### config.mk
export PLATFORM = sky130hd
export DESIGN_NAME = i2c_eeprom_page_master_core_flat
export DESIGN_NICKNAME = d
export VERILOG_FILES = /design/src/hw/rtl/iepm_pkg.sv /design/src/hw/rtl/iepm_if.sv /design/src/hw/rtl/iepm_in_reg.sv /design/src/hw/rtl/iepm_out_reg.sv /design/src/hw/rtl/iepm_engine.sv /design/src/hw/rtl/i2c_eeprom_page_master_core.sv /design/src/flat_wrapper.sv
export SDC_FILE = /design/constraint.sdc
export NUM_CORES = 1
export LEC_CHECK = 0
export BUFFER_PORTS_ARGS = -buffer_cell sky130_fd_sc_hd__clkbuf_2
export CORE_MARGIN = 8
export CORE_UTILIZATION = 35
export CTS_CLUSTER_SIZE = 16
export DETAILED_ROUTE_END_ITERATION = 16
export RECOVER_POWER = 50
export SLEW_MARGIN = 20
export SYNTH_ARGS = -nofsm -noshare
export SYNTH_HDL_FRONTEND = slang
export SYNTH_HIERARCHICAL = 1
export SYNTH_SLANG_ARGS = --single-unit
### constraint.sdc
create_clock -name clk -period 9.8 [get_ports clk]
set_input_delay 0.49 -clock clk [delete_from_list [all_inputs] [get_ports clk]]
set_output_delay 0.49 -clock clk [all_outputs]
set_load 0.02 [all_outputs]
### src/hw/rtl/iepm_pkg.sv
// shared types and constants for the i2c eeprom page master
// depends on nothing; every other file imports it
package iepm_pkg;

  localparam int MAX_BYTES_DEF = 64;
  localparam int CFG_IDX_W     = 8;
  localparam int CFG_DATA_W    = 8;

  localparam logic [6:0] DEV_ADDR_RESET  = 7'h53;
  localparam logic [7:0] ACK_LIMIT_RESET = 8'd250;

  // register indexes on the configuration channel
  localparam logic [CFG_IDX_W-1:0] CFG_DEVICE_ADDRESS = 8'd0;
  localparam logic [CFG_IDX_W-1:0] CFG_ACK_LIMIT      = 8'd1;

  // action codes
  localparam logic [1:0] ACT_TICK  = 2'd0;
  localparam logic [1:0] ACT_WRITE = 2'd1;
  localparam logic [1:0] ACT_READ  = 2'd2;

  typedef struct packed {
    logic [1:0] action;
    logic [7:0] mem_address;
    logic [6:0] byte_count;
    logic [7:0] write_data;
    logic       sda_in;
  } tick_t;

  typedef struct packed {
    logic       scl_release;
    logic       sda_release;
    logic [7:0] read_byte;
    logic       read_valid;
    logic       byte_taken;
    logic       busy_res;
    logic       done_res;
    logic       success;
  } res_t;

endpackage

### src/hw/rtl/iepm_if.sv
// valid/ready channel interfaces: tick input, result output, register writes
// depends on iepm_pkg
interface iepm_tick_if import iepm_pkg::*; ();
  logic  valid;
  logic  ready;
  tick_t data;
  modport source (output valid, output data, input ready);
  modport sink (input valid, input data, output ready);
endinterface

interface iepm_res_if import iepm_pkg::*; ();
  logic valid;
  logic ready;
  res_t data;
  modport source (output valid, output data, input ready);
  modport sink (input valid, input data, output ready);
endinterface

interface iepm_cfg_if import iepm_pkg::*; ();
  logic                  valid;
  logic                  ready;
  logic [CFG_IDX_W-1:0]  index;
  logic [CFG_DATA_W-1:0] data;
  modport source (output valid, output index, output data, input ready);
  modport sink (input valid, input index, input data, output ready);
endinterface

### src/hw/rtl/iepm_in_reg.sv
// input register for tick beats
// depends on iepm_pkg and iepm_tick_if
module iepm_in_reg
  import iepm_pkg::*;
(
  input  logic            clk,
  input  logic            rst_n,
  iepm_tick_if.sink       in_ch,
  input  logic            advance,
  output logic            tick_valid,
  output tick_t           tick_data
);

  logic  valid_r;
  tick_t data_r;

  assign in_ch.ready = !valid_r || advance;
  assign tick_valid  = valid_r;
  assign tick_data   = data_r;

  always_ff @(posedge clk) begin
    if (!rst_n) begin
      valid_r <= 1'b0;
    end else if (in_ch.ready) begin
      valid_r <= in_ch.valid;
    end
  end

  always_ff @(posedge clk) begin
    if (in_ch.ready && in_ch.valid) begin
      data_r <= in_ch.data;
    end
  end

endmodule

### src/hw/rtl/iepm_out_reg.sv
// result register driving the output channel
// depends on iepm_pkg and iepm_res_if
module iepm_out_reg
  import iepm_pkg::*;
(
  input  logic      clk,
  input  logic      rst_n,
  iepm_res_if.source out_ch,
  input  logic      load,
  input  res_t      res_data,
  output logic      can_load
);

  logic valid_r;
  res_t data_r;

  assign can_load     = !valid_r || out_ch.ready;
  assign out_ch.valid = valid_r;
  assign out_ch.data  = data_r;

  always_ff @(posedge clk) begin
    if (!rst_n) begin
      valid_r <= 1'b0;
    end else if (load) begin
      valid_r <= 1'b1;
    end else if (out_ch.ready) begin
      valid_r <= 1'b0;
    end
  end

  always_ff @(posedge clk) begin
    if (load) begin
      data_r <= res_data;
    end
  end

endmodule

### src/hw/rtl/iepm_engine.sv
// bus sequencer: phase state, config registers and the per-tick step logic
// depends on iepm_pkg and iepm_cfg_if
module iepm_engine
  import iepm_pkg::*;
#(
  parameter int MAX_BYTES = MAX_BYTES_DEF
) (
  input  logic       clk,
  input  logic       rst_n,
  iepm_cfg_if.sink   cfg_ch,
  input  logic       advance,
  input  tick_t      tick_data,
  output res_t       res_data
);

  localparam int BL_W = $clog2(MAX_BYTES + 1);

  localparam logic [4:0] PH_IDLE      = 5'd0;
  localparam logic [4:0] PH_START1    = 5'd1;
  localparam logic [4:0] PH_START2    = 5'd2;
  localparam logic [4:0] PH_TX_DEVW   = 5'd3;
  localparam logic [4:0] PH_TX_MEM    = 5'd4;
  localparam logic [4:0] PH_TX_DATA   = 5'd5;
  localparam logic [4:0] PH_TX_DEVR   = 5'd6;
  localparam logic [4:0] PH_ACK_DEVW  = 5'd7;
  localparam logic [4:0] PH_ACK_MEM   = 5'd8;
  localparam logic [4:0] PH_ACK_DATA  = 5'd9;
  localparam logic [4:0] PH_ACK_DEVR  = 5'd10;
  localparam logic [4:0] PH_RX        = 5'd11;
  localparam logic [4:0] PH_MACK      = 5'd12;
  localparam logic [4:0] PH_STOP_OK   = 5'd13;
  localparam logic [4:0] PH_STOP_FAIL = 5'd14;
  localparam logic [4:0] PH_STOP_MEM  = 5'd15;
  localparam logic [4:0] PH_STOP_DEVR = 5'd16;
  localparam logic [4:0] PH_TX2ACK    = PH_ACK_DEVW - PH_TX_DEVW;

  logic [6:0]      dev_addr_r;
  logic [7:0]      ack_limit_r;
  logic [4:0]      phase_r, phase_nxt;
  logic [2:0]      tick_r, tick_nxt;
  logic [2:0]      bit_r, bit_nxt;
  logic [7:0]      shift_r, shift_nxt;
  logic [BL_W-1:0] left_r, left_nxt;
  logic [7:0]      poll_r, poll_nxt;
  logic            rmode_r, rmode_nxt;
  logic [7:0]      addr_r, addr_nxt;

  logic       go_en;
  logic [4:0] go_ph;
  logic [8:0] cnt;
  res_t       res;

  assign cfg_ch.ready = 1'b1;

  always_ff @(posedge clk) begin
    if (!rst_n) begin
      dev_addr_r  <= DEV_ADDR_RESET;
      ack_limit_r <= ACK_LIMIT_RESET;
    end else if (cfg_ch.valid) begin
      case (cfg_ch.index)
        CFG_DEVICE_ADDRESS: dev_addr_r  <= cfg_ch.data[6:0];
        CFG_ACK_LIMIT:      ack_limit_r <= cfg_ch.data;
        default: ;
      endcase
    end
  end

  always_comb begin
    phase_nxt = phase_r;
    tick_nxt  = tick_r;
    bit_nxt   = bit_r;
    shift_nxt = shift_r;
    left_nxt  = left_r;
    poll_nxt  = poll_r;
    rmode_nxt = rmode_r;
    addr_nxt  = addr_r;
    go_en     = 1'b0;
    go_ph     = PH_IDLE;
    cnt       = {2'b00, tick_data.byte_count};
    res       = '0;
    res.scl_release = 1'b1;
    res.sda_release = 1'b1;

    // launch, only from idle
    if (phase_r == PH_IDLE &&
        (tick_data.action == ACT_WRITE || tick_data.action == ACT_READ)) begin
      if (cnt > 9'(MAX_BYTES)) begin
        cnt = 9'(MAX_BYTES);
      end
      addr_nxt  = tick_data.mem_address;
      left_nxt  = cnt[BL_W-1:0];
      rmode_nxt = (tick_data.action == ACT_READ);
      phase_nxt = PH_START1;
      tick_nxt  = 3'd0;
      bit_nxt   = 3'd0;
      poll_nxt  = 8'd0;
    end

    if (phase_nxt != PH_IDLE) begin
      res.busy_res = 1'b1;
      case (phase_nxt)
        PH_START1, PH_START2: begin
          res.scl_release = 1'b1;
          res.sda_release = (tick_nxt < 3'd4);
          if (tick_nxt == 3'd7) begin
            shift_nxt = {dev_addr_r, phase_nxt == PH_START2};
            go_en     = 1'b1;
            go_ph     = (phase_nxt == PH_START2) ? PH_TX_DEVR : PH_TX_DEVW;
          end else begin
            tick_nxt = tick_nxt + 3'd1;
          end
        end
        PH_TX_DEVW, PH_TX_MEM, PH_TX_DATA, PH_TX_DEVR: begin
          if (phase_nxt == PH_TX_DATA && tick_nxt == 3'd0 && bit_nxt == 3'd0) begin
            shift_nxt      = tick_data.write_data;
            res.byte_taken = 1'b1;
          end
          res.sda_release = shift_nxt[3'd7 - bit_nxt];
          res.scl_release = (tick_nxt == 3'd2 || tick_nxt == 3'd3);
          if (tick_nxt >= 3'd5) begin
            tick_nxt = 3'd0;
            if (bit_nxt == 3'd7) begin
              go_en = 1'b1;
              go_ph = phase_nxt + PH_TX2ACK;
            end else begin
              bit_nxt = bit_nxt + 3'd1;
            end
          end else begin
            tick_nxt = tick_nxt + 3'd1;
          end
        end
        PH_ACK_DEVW, PH_ACK_MEM, PH_ACK_DATA, PH_ACK_DEVR: begin
          res.sda_release = 1'b1;
          res.scl_release = (tick_nxt != 3'd0);
          if (tick_nxt < 3'd2) begin
            tick_nxt = tick_nxt + 3'd1;
          end else if (!tick_data.sda_in) begin
            // acknowledge seen
            go_en = 1'b1;
            case (phase_nxt)
              PH_ACK_DEVW: begin
                shift_nxt = addr_nxt;
                go_ph     = PH_TX_MEM;
              end
              PH_ACK_MEM: begin
                go_ph = rmode_nxt ? PH_START2 :
                        (left_nxt == '0) ? PH_STOP_OK : PH_TX_DATA;
              end
              PH_ACK_DATA: begin
                if (left_nxt != '0) begin
                  left_nxt = left_nxt - BL_W'(1);
                end
                go_ph = (left_nxt == '0) ? PH_STOP_OK : PH_TX_DATA;
              end
              default: begin
                if (left_nxt == '0) begin
                  go_ph = PH_STOP_OK;
                end else begin
                  shift_nxt = 8'd0;
                  go_ph     = PH_RX;
                end
              end
            endcase
          end else if (poll_nxt >= ack_limit_r) begin
            go_en = 1'b1;
            case (phase_nxt)
              PH_ACK_MEM:  go_ph = PH_STOP_MEM;
              PH_ACK_DEVR: go_ph = PH_STOP_DEVR;
              default:     go_ph = PH_STOP_FAIL;
            endcase
          end else begin
            poll_nxt = poll_nxt + 8'd1;
          end
        end
        PH_RX: begin
          res.sda_release = 1'b1;
          res.scl_release = (tick_nxt == 3'd2);
          if (tick_nxt >= 3'd2) begin
            shift_nxt = {shift_nxt[6:0], tick_data.sda_in};
            if (bit_nxt == 3'd7) begin
              res.read_valid = 1'b1;
              res.read_byte  = shift_nxt;
              go_en          = 1'b1;
              go_ph          = PH_MACK;
            end else begin
              bit_nxt  = bit_nxt + 3'd1;
              tick_nxt = 3'd0;
            end
          end else begin
            tick_nxt = tick_nxt + 3'd1;
          end
        end
        PH_MACK: begin
          // nack on the last byte
          res.sda_release = (left_nxt <= BL_W'(1));
          res.scl_release = (tick_nxt >= 3'd2);
          if (tick_nxt >= 3'd3) begin
            if (left_nxt != '0) begin
              left_nxt = left_nxt - BL_W'(1);
            end
            go_en = 1'b1;
            if (left_nxt == '0) begin
              go_ph = PH_STOP_OK;
            end else begin
              shift_nxt = 8'd0;
              go_ph     = PH_RX;
            end
          end else begin
            tick_nxt = tick_nxt + 3'd1;
          end
        end
        PH_STOP_OK, PH_STOP_FAIL, PH_STOP_MEM, PH_STOP_DEVR: begin
          res.scl_release = (tick_nxt >= 3'd4);
          res.sda_release = (tick_nxt >= 3'd4);
          if (tick_nxt == 3'd7) begin
            go_en = 1'b1;
            case (phase_nxt)
              PH_STOP_OK: begin
                res.done_res = 1'b1;
                res.success  = 1'b1;
                go_ph        = PH_IDLE;
              end
              PH_STOP_FAIL: begin
                res.done_res = 1'b1;
                go_ph        = PH_IDLE;
              end
              PH_STOP_MEM: begin
                // ignored timeout on the memory address, carry on
                go_ph = rmode_nxt ? PH_START2 :
                        (left_nxt == '0) ? PH_STOP_OK : PH_TX_DATA;
              end
              default: begin
                if (left_nxt == '0) begin
                  go_ph = PH_STOP_OK;
                end else begin
                  shift_nxt = 8'd0;
                  go_ph     = PH_RX;
                end
              end
            endcase
          end else begin
            tick_nxt = tick_nxt + 3'd1;
          end
        end
        default: begin
          res.busy_res = 1'b0;
          go_en        = 1'b1;
          go_ph        = PH_IDLE;
        end
      endcase
    end

    if (go_en) begin
      phase_nxt = go_ph;
      tick_nxt  = 3'd0;
      bit_nxt   = 3'd0;
      poll_nxt  = 8'd0;
    end
  end

  assign res_data = res;

  always_ff @(posedge clk) begin
    if (!rst_n) begin
      phase_r <= PH_IDLE;
      tick_r  <= 3'd0;
      bit_r   <= 3'd0;
      shift_r <= 8'd0;
      left_r  <= '0;
      poll_r  <= 8'd0;
      rmode_r <= 1'b0;
      addr_r  <= 8'd0;
    end else if (advance) begin
      phase_r <= phase_nxt;
      tick_r  <= tick_nxt;
      bit_r   <= bit_nxt;
      shift_r <= shift_nxt;
      left_r  <= left_nxt;
      poll_r  <= poll_nxt;
      rmode_r <= rmode_nxt;
      addr_r  <= addr_nxt;
    end
  end

endmodule

### src/hw/rtl/i2c_eeprom_page_master_core.sv
// top level of the tick-driven i2c eeprom page master
// depends on iepm_pkg, iepm_if, iepm_in_reg, iepm_engine and iepm_out_reg
//
// usage
//   in_ch carries one beat per 1 us bus tick: action (plain tick, launch page
//   write, launch page read), mem_address and byte_count taken at launch,
//   write_data taken on the beat whose result reports byte_taken, and the
//   sampled sda level
//   out_ch returns exactly one result beat per input beat, in order: the
//   open-drain release levels for scl and sda, read bytes with read_valid,
//   and busy / done / success status
//   cfg_ch writes device_address (index 0) and ack_limit (index 1); it is
//   always ready and should only be used while no transaction is running
// timing
//   a beat waits in the input register, then the step logic updates the
//   bus state and loads the result register; one beat is accepted per cycle
//   when the receiver keeps up
// reset
//   rst_n low returns to idle, drops both channel registers and restores
//   device_address 0x53 and ack_limit 250
// stall
//   when out_ch.ready is low and a result is held, the result register
//   holds, the step logic and the input register freeze, and in_ch.ready
//   drops once the input register is full; nothing is lost or repeated
module i2c_eeprom_page_master_core
  import iepm_pkg::*;
#(
  parameter int MAX_BYTES = MAX_BYTES_DEF
) (
  input  logic        clk,
  input  logic        rst_n,
  iepm_tick_if.sink   in_ch,
  iepm_res_if.source  out_ch,
  iepm_cfg_if.sink    cfg_ch
);

  logic  tick_valid;
  tick_t tick_data;
  res_t  res_data;
  logic  can_load;
  logic  advance;

  // a stored tick moves on when the result register has room
  assign advance = tick_valid && can_load;

  iepm_in_reg u_in_reg (
    .clk        (clk),
    .rst_n      (rst_n),
    .in_ch      (in_ch),
    .advance    (advance),
    .tick_valid (tick_valid),
    .tick_data  (tick_data)
  );

  iepm_engine #(
    .MAX_BYTES (MAX_BYTES)
  ) u_engine (
    .clk       (clk),
    .rst_n     (rst_n),
    .cfg_ch    (cfg_ch),
    .advance   (advance),
    .tick_data (tick_data),
    .res_data  (res_data)
  );

  iepm_out_reg u_out_reg (
    .clk      (clk),
    .rst_n    (rst_n),
    .out_ch   (out_ch),
    .load     (advance),
    .res_data (res_data),
    .can_load (can_load)
  );

endmodule
### src/flat_wrapper.sv
// flat-port wrapper written by rule: the top's interface ports become plain ports
module i2c_eeprom_page_master_core_flat import iepm_pkg::*;
#(
  parameter int MAX_BYTES = MAX_BYTES_DEF
)
  (clk, rst_n, in_ch_valid, in_ch_data, in_ch_ready, out_ch_valid, out_ch_data, out_ch_ready, cfg_ch_valid, cfg_ch_index, cfg_ch_data, cfg_ch_ready);
  iepm_tick_if in_ch_i ();
  iepm_res_if out_ch_i ();
  iepm_cfg_if cfg_ch_i ();
  input  logic clk;
  input  logic rst_n;
  input wire logic [$bits(in_ch_i.valid)-1:0] in_ch_valid;
  input wire logic [$bits(in_ch_i.data)-1:0] in_ch_data;
  output wire logic [$bits(in_ch_i.ready)-1:0] in_ch_ready;
  output wire logic [$bits(out_ch_i.valid)-1:0] out_ch_valid;
  output wire logic [$bits(out_ch_i.data)-1:0] out_ch_data;
  input wire logic [$bits(out_ch_i.ready)-1:0] out_ch_ready;
  input wire logic [$bits(cfg_ch_i.valid)-1:0] cfg_ch_valid;
  input wire logic [$bits(cfg_ch_i.index)-1:0] cfg_ch_index;
  input wire logic [$bits(cfg_ch_i.data)-1:0] cfg_ch_data;
  output wire logic [$bits(cfg_ch_i.ready)-1:0] cfg_ch_ready;
  assign in_ch_i.valid = in_ch_valid;
  assign in_ch_i.data = in_ch_data;
  assign in_ch_ready = in_ch_i.ready;
  assign out_ch_valid = out_ch_i.valid;
  assign out_ch_data = out_ch_i.data;
  assign out_ch_i.ready = out_ch_ready;
  assign cfg_ch_i.valid = cfg_ch_valid;
  assign cfg_ch_i.index = cfg_ch_index;
  assign cfg_ch_i.data = cfg_ch_data;
  assign cfg_ch_ready = cfg_ch_i.ready;
  i2c_eeprom_page_master_core #(.MAX_BYTES(MAX_BYTES)) u_core (.clk(clk), .rst_n(rst_n), .in_ch(in_ch_i), .out_ch(out_ch_i), .cfg_ch(cfg_ch_i));
endmodule
# Yosys cells after proc, flatten, opt, wreduce, memory -nomap -nowiden
# Cells that the tools add are included.
# W data, S select, Z words.
[totals]
word_cells = 212
input_bits = 47
ff_bits = 101
out_inout_bits = 18
[classes]
n_lt_le_gt_ge = 10
add_sub_neg = 6
n_mux = 100
n_eq_ne = 32
reduce_logical = 39
[op_table]
columns = ["cell", "count"]
rows = [
  ["$mux W8", 20],
  ["$mux W7", 16],
  ["$mux W3", 19],
  ["$pmux W8 S6", 1],
  ["$mux W5", 9],
  ["$eq A5 B4 Y1 const B", 8],
  ["$pmux W5 S6", 1],
  ["$mux W4", 6],
  ["$logic_not A7 Y1", 3],
  ["$eq A5 B3 Y1 const B", 4],
  ["$pmux W5 S2", 2],
  ["$mux W1", 18],
  ["$ne A2 B2 Y1 const B", 9],
  ["$pmux W8 S2", 1],
  ["$reduce_or A16 Y1", 1],
  ["$pmux W3 S5", 1],
  ["$pmux W5 S3", 1],
  ["$pmux W7 S2", 1],
  ["$pmux W2 S6", 1],
  ["$reduce_and A12 Y1", 1],
  ["$reduce_or A4 Y1", 3],
  ["$eq A5 B2 Y1 const B", 2],
  ["$add A8 B1 Y8 const B", 1],
  ["$eq A8 B1 Y1 const B", 1],
  ["38 further kinds", 57],
]

# Depth between registers and ports, before layout
[logic_depth]
depth_word = 19
ltp_mapped = 19
ltp_nobuf = 16

# Hierarchy
# Netlist, hierarchy kept.
[by_module_without_submodules]
columns = ["mod", "instances", "cells_per_inst", "seq_area_each_um2", "area_each_um2"]
rows = [
  ["iepm_engine", 1, 645, 1161.1, 4872.2],
  ["iepm_in_reg", 1, 31, 800.8, 838.3],
  ["iepm_out_reg", 1, 19, 470.5, 499.2],
  ["i2c_eeprom_page_master_core", 1, 1, 0.0, 6.3],
]

# Worst setup path after synthesis
# No wires, ideal clock.
[synth_timing]
kind = "register to register"
from = "register u_core.u_in_reg.data_r (netlist bit u_core/u_in_reg/tick_data[25])"
to = "register u_core.u_engine.phase_r[3]"
slack_ps = 5851
stages_incl_launch_ff = 16
t_required_ps = 9671
arrival_ps = 3820
path_cell_list = "edfxtp_1 > ha_1 > nor4b_1 > nand2_1 > buf_2 > clkbuf_1 > clkbuf_1 > and2_1 > ha_1 > nand4_1 > o311a_1 > a221o_1 > a21oi_1 > nor2_1 > nor2_1 > o211ai_1"
[synth_between]
elab_chain_cells = 19
word_cells_on_any_way = 79
cone_classes = "add/sub (2); order compare (5); eq/ne (20); mux (40); reduce/logical (12)"
[synth_rtl]
columns = ["item", "line_no", "source"]
rows = [
  ["start: declaration", "iepm_in_reg.sv:15", "tick_t data_r;"],
  ["start signal: assignment", "iepm_in_reg.sv:31", "data_r <= in_ch.data;"],
  ["$eq A2 B1 Y1 or $eq A2 B2 Y1 (tied branches)", "iepm_engine.sv:86, iepm_engine.sv:92", ""],
  ["$logic_or A1 B1 Y1", "iepm_engine.sv:86", "(tick_data.action == ACT_WRITE || tick_data.action == ACT_READ)) begin"],
  ["$logic_and A1 B1 Y1", "iepm_engine.sv:85", "if (phase_r == PH_IDLE &&"],
  ["$mux W7", "iepm_engine.sv:85", ""],
  ["$sub A7 B1 Y7 or $reduce_bool A7 Y1 (tied branches)", "iepm_engine.sv:151, iepm_engine.sv:150", ""],
  ["$mux W7", "iepm_engine.sv:150", "if (left_nxt != '0) begin"],
  ["$mux W7", "iepm_engine.sv:140", "case (phase_nxt)"],
  ["$mux W7", "iepm_engine.sv:137", "end else if (!tick_data.sda_in) begin"],
  ["[... 3 more ...]", "-", ""],
  ["$logic_not A7 Y1", "iepm_engine.sv:153", "go_ph = (left_nxt == '0) ? PH_STOP_OK : PH_TX_DATA;"],
  ["$mux W4", "iepm_engine.sv:153", ""],
  ["$pmux W5 S3", "iepm_engine.sv:140", ""],
  ["$mux W5", "iepm_engine.sv:137", ""],
  ["$mux W5", "iepm_engine.sv:135", "if (tick_nxt < 3'd2) begin"],
  ["$pmux W5 S6", "iepm_engine.sv:101", "case (phase_nxt)"],
  ["$mux W5", "iepm_engine.sv:99", "if (phase_nxt != PH_IDLE) begin"],
  ["$mux W5 (*)", "iepm_engine.sv:253", "if (go_en) begin"],
  ["end signal: assignment", "iepm_engine.sv:274", "phase_r <= phase_nxt;"],
  ["end: declaration", "iepm_engine.sv:39", "logic [4:0] phase_r, phase_nxt;"],
]
# Mark *: on every way between the ends. The rest lies on a longest branch, timed or not. The select of a mux whose other input is x is not followed.
# A chain may end at the register's enable or synchronous reset.

# Worst setup path in the final report
[layout_timing]
from = "register u_core.u_in_reg.data_r (netlist bit u_core/u_in_reg/tick_data[25])"
to = "register u_core.u_engine.shift_r[6]"
[layout_between]
elab_chain_cells = 12
word_cells_on_any_way = 69
cone_classes = "add/sub (1); order compare (3); eq/ne (28); mux (19); reduce/logical (18)"
[layout_rtl]
columns = ["item", "line_no", "source"]
rows = [
  ["$eq A2 B1 Y1 or $eq A2 B2 Y1 (tied branches)", "iepm_engine.sv:86", ""],
  ["$logic_or A1 B1 Y1 (*)", "iepm_engine.sv:86", ""],
  ["$logic_and A1 B1 Y1 (*)", "iepm_engine.sv:85", ""],
  ["$mux W7", "iepm_engine.sv:85", ""],
  ["$sub A7 B1 Y7 or $reduce_bool A7 Y1 (tied branches)", "iepm_engine.sv:199, iepm_engine.sv:198", ""],
  ["$mux W7", "iepm_engine.sv:198", "if (left_nxt != '0) begin"],
  ["$mux W7", "iepm_engine.sv:197", "if (tick_nxt >= 3'd3) begin"],
  ["$mux W7", "iepm_engine.sv:101", ""],
  ["$mux W7", "iepm_engine.sv:99", ""],
  ["$logic_not A7 Y1", "iepm_engine.sv:202", "if (left_nxt == '0) begin"],
  ["$ne A2 B2 Y1 (no source line)", "-", ""],
  ["$reduce_and A12 Y1 (no source line)", "-", ""],
  ["end signal: assignment", "iepm_engine.sv:277", "shift_r <= shift_nxt;"],
  ["end: declaration", "iepm_engine.sv:42", "logic [7:0] shift_r, shift_nxt;"],
]
# Marked as above.

==> metrics.md <==
| Metric | Value |
|---|---|
| Starting DRT DRC Count | `about 610` |
| TritonCTS clock tree | `done` |
| # rows | `48` |
| Met1 GRT Util | `22.30%` |
| Leakage | `between 2 and 3 nW` |
| Yosys top cell area share | `approximately a fifth` |
| Netlist Area Pre-Place | `between 0.006 and 0.007 sq mm` |
| Avg Vias per Cell | `between 5 and 6` |
| Asr flop ratio synth | `0%` |
| # hold bufs at CTS | `0` |
| Met3 GRT Util | `roughly 3.5%` |
| Final hold violation count | `0` |
| Number of gates resized after cts | `0` |
| Syn nets | `approximately 770` |
| Die H | `roughly 150 microns` |
| CTS Buffer Depth | `2` |
| Worst path bufs/invs | `0` |
| Setup bufs post-CTS | `0` |
| Clock sink total | `around 100` |
| Crit-path max FO | `19` |
| CTS H-tree depth | `3` |
| FF/Latch Area | `roughly 0.0024 sq mm` |
| GP Congestion | `~1` |
| CP Cell Sequence | `ha_1 -> or4b_4 -> nor2_4 -> mux2i_1 -> ha_1 -> nor4b_1 -> o211ai_1 -> o21ai_2 -> nand2_1 -> a21boi_1 -> a2111oi_4 -> a21oi_2 -> a32o_1` |
| F_max | `slightly above 0.2 GHz` |
| Leading post-synthesis cells by cell area | `edfxtp_1 (20%), dfxtp_1 (19%), nand2_1 (5.9%)` |
| RSZ-0062 raised after global routing | `no` |
| Synth Area per Inst | `about 8.9 sq um` |
| Critical path type | `register to register` |
| CP startpoint | `u_core/u_in_reg/tick_data[25]$_DFFE_PP_` |
| First-pass GRT wire length | `around 29 mm` |
| HPWL Detailed | `13.31 mm` |
| Worst-margin pin slew | `around 1.7 ns` |
| Starting Density | `a little over a third` |
| Fill count | `between 1500 and 2000` |
| Skew final | `about 0.012 ns` |
| Worst path most repeated cell | `ha_1` |
| Via count of the routed design | `5559` |
| PD cells | `139.5 mW/mm^2` |
| Routed Antenna Nets | `0` |
| Final hold slack | `around 0.30 ns` |
| GRT Total Usage | `16.37%` |
| Latest clock arrival within the worst-skew pair | `0.36 ns` |
| Post-Route WL | `18.23 mm` |
| Maximum VDD drop | `0.08020 mV` |
| Cells after Synth | `696` |
| EDFF count, synth | `41` |
| Max-Cap Viols | `2` |
| Initial antenna violation count | `0` |
| Slew headroom | `-14.89%` |
| Share of layout cells above drive strength 1 | `12.32%` |
| Global route overflow | `0` |
| Area of the core | `0.01736 sq mm` |
| Vias in the first global route | `5380` |
| Failing checks | `capacitance limit, slew limit` |
| Status | `complete, but fails checks` |
| CTS Buf Count | `9` |
| Multi-input gate area | `about 0.0035 sq mm` |
| Crit path time final | `between 4 and 5 ns` |
| Number of synthesized register bits | `approximately 100` |
| Tcrit/Tclk final | `between 50 and 60%` |
| Port Buffers | `63` |
| WL per Instance | `roughly 19 microns` |
| Final Max Tran Viols | `between 50 and 60` |
| CTS clk-pin slew, worst paths | `0.08 ns` |
| Area delta synth->final | `11.78%` |
| Final #Nets | `815` |
| Crit path required time | `10.05 ns` |
| Critical path's top delay family | `compound AO/OA/AOI/OAI gates` |
| Die X | `149.3 microns` |
| Crit path DAT | `roughly 5.2 ns` |
| Top-count cell post-synth | `nand2_1` |
| Cell accounting for the most synthesized area | `edfxtp_1` |
| Synthesis Warnings | `6` |
| Synth Flop Type | `dfxtp_1` |
| Startpoint Class | `register` |
| Antenna cells | `0` |
| FF-to-FF Start | `u_core/u_in_reg/tick_data[25]$_DFFE_PP_` |
| GRT busiest layer | `met2` |
| HP Start | `in_ch_data[24]` |
| CP max stage delay | `approximately 0.59 ns` |
| Power, Total | `about 970 uW` |
| Global routing usage on met2 | `24.93%` |
| Distinct cells, synth | `78` |
| Endpoints failing setup | `0` |
| Critical path's slowest cell | `or4b_4` |
| Die area | `roughly 0.022 sq mm` |
| DRT Pass-1 Iters | `5` |
| Post-synth top cells | `nand2_1 (98), dfxtp_1 (60), edfxtp_1 (41), nor2_1 (41)` |
| Io pins | `65` |
| Hold crit path type | `input pin to register` |
| Setup TNS | `0 ns` |
| CTS root buf | `clkbuf_16` |
| Seq/Total Area, Yosys | `around two fifths` |
| Largest net degree at the start of global routing | `66` |
| CP Capture Type | `register` |
| DRC violations left | `0` |
==> cell usage in the layout (no fill, tap or decap), types with 23 or more instances in the layout <==
| master | count |
|---|---|
| nand3_1 | 34 |
| edfxtp_1 | 41 |
| nor2_1 | 41 |
| o21ai_0 | 35 |
| inv_1 | 35 |
| mux2i_1 | 23 |
| nand2_1 | 98 |
| clkbuf_2 | 47 |
| a21oi_1 | 28 |
| ha_1 | 26 |
| dfxtp_1 | 60 |
==> flip-flops by register name (all words and copies together) (netlist names) <==
signal / flops
u_core/u_engine/ack_limit_r: 8
u_core/u_out_reg/out_ch.data: 15
u_core/u_engine/shift_r: 8
u_core/u_engine/tick_r: 3
u_core/u_engine/dev_addr_r: 7
u_core/u_engine/poll_r: 8
u_core/u_engine/left_r: 7
u_core/u_in_reg/tick_data: 26
u_core/u_engine/rmode_r: 1
u_core/u_in_reg/tick_valid: 1
u_core/u_engine/addr_r: 8
u_core/u_engine/phase_r: 5
u_core/u_out_reg/out_ch.valid: 1
u_core/u_engine/bit_r: 3
==> where the power goes <==
part	switching [mW]	internal, mW
clock network	0.172	0.177
logic	0.0999	0.0494
registers	0.0142	0.456
==> per-layer routing <==
metal  wire length (microns)  vias up
li1                        -     2678
met1                    8212     2593
met2                    8058      254
met3                    1581       34
met4                     378        0
met5                       0        -
==> cell families after synthesis <==
family | synth area share [%]
buffers and inverters | 4.529
AOI/OAI and AO/OA | 22.04
muxes | 5.193
other | 0.06033
and+or+nand+nor | 23.53
adders and majority gates | 5.233
DFF | 39.13
xor gates and xnor gates | 0.2819
==> worst paths after layout <==
check,endpoint,slack (ns),cells after the start
worst max-delay path,u_core/u_engine/shift_r[6]$_SDFFE_PN0P_,4.85,13
worst min-delay path,u_core/u_in_reg/tick_data[24]$_DFFE_PP_,0.30,1
worst max register to register,u_core/u_engine/shift_r[6]$_SDFFE_PN0P_,4.85,13
worst min register to register,u_core/u_engine/addr_r[7]$_SDFFE_PN0P_,0.47,2
==> stage by stage <==
step / std cells / util (%) / area, sq um / setup WS (ns)
after floorplan: 696 / - / 6216 / 5.851
after global placement: 956 / 38.61 / 6701 / 5.206
after detailed placement: 956 / 38.61 / 6701 / 5.010
after CTS: 972 / 40.24 / 6984 / 4.974
after global routing: 972 / 40.03 / 6948 / 4.472
final: 972 / 40.03 / 6948 / 4.852
==> layout make-up <==
| type | instances | area share, % |
|---|---|---|
| Clock buffer | 10 | 3.296 |
| Multi-Input combinational cell | 527 | 50.24 |
| Timing Repair Buffer | 68 | 4.736 |
| Sequential cell | 101 | 35.01 |
| Inverter | 35 | 1.891 |
| Clock inverter | 6 | 0.7744 |
| Tap cell | 225 | 4.052 |
Note: power is estimated with default switching activity, not from simulation.
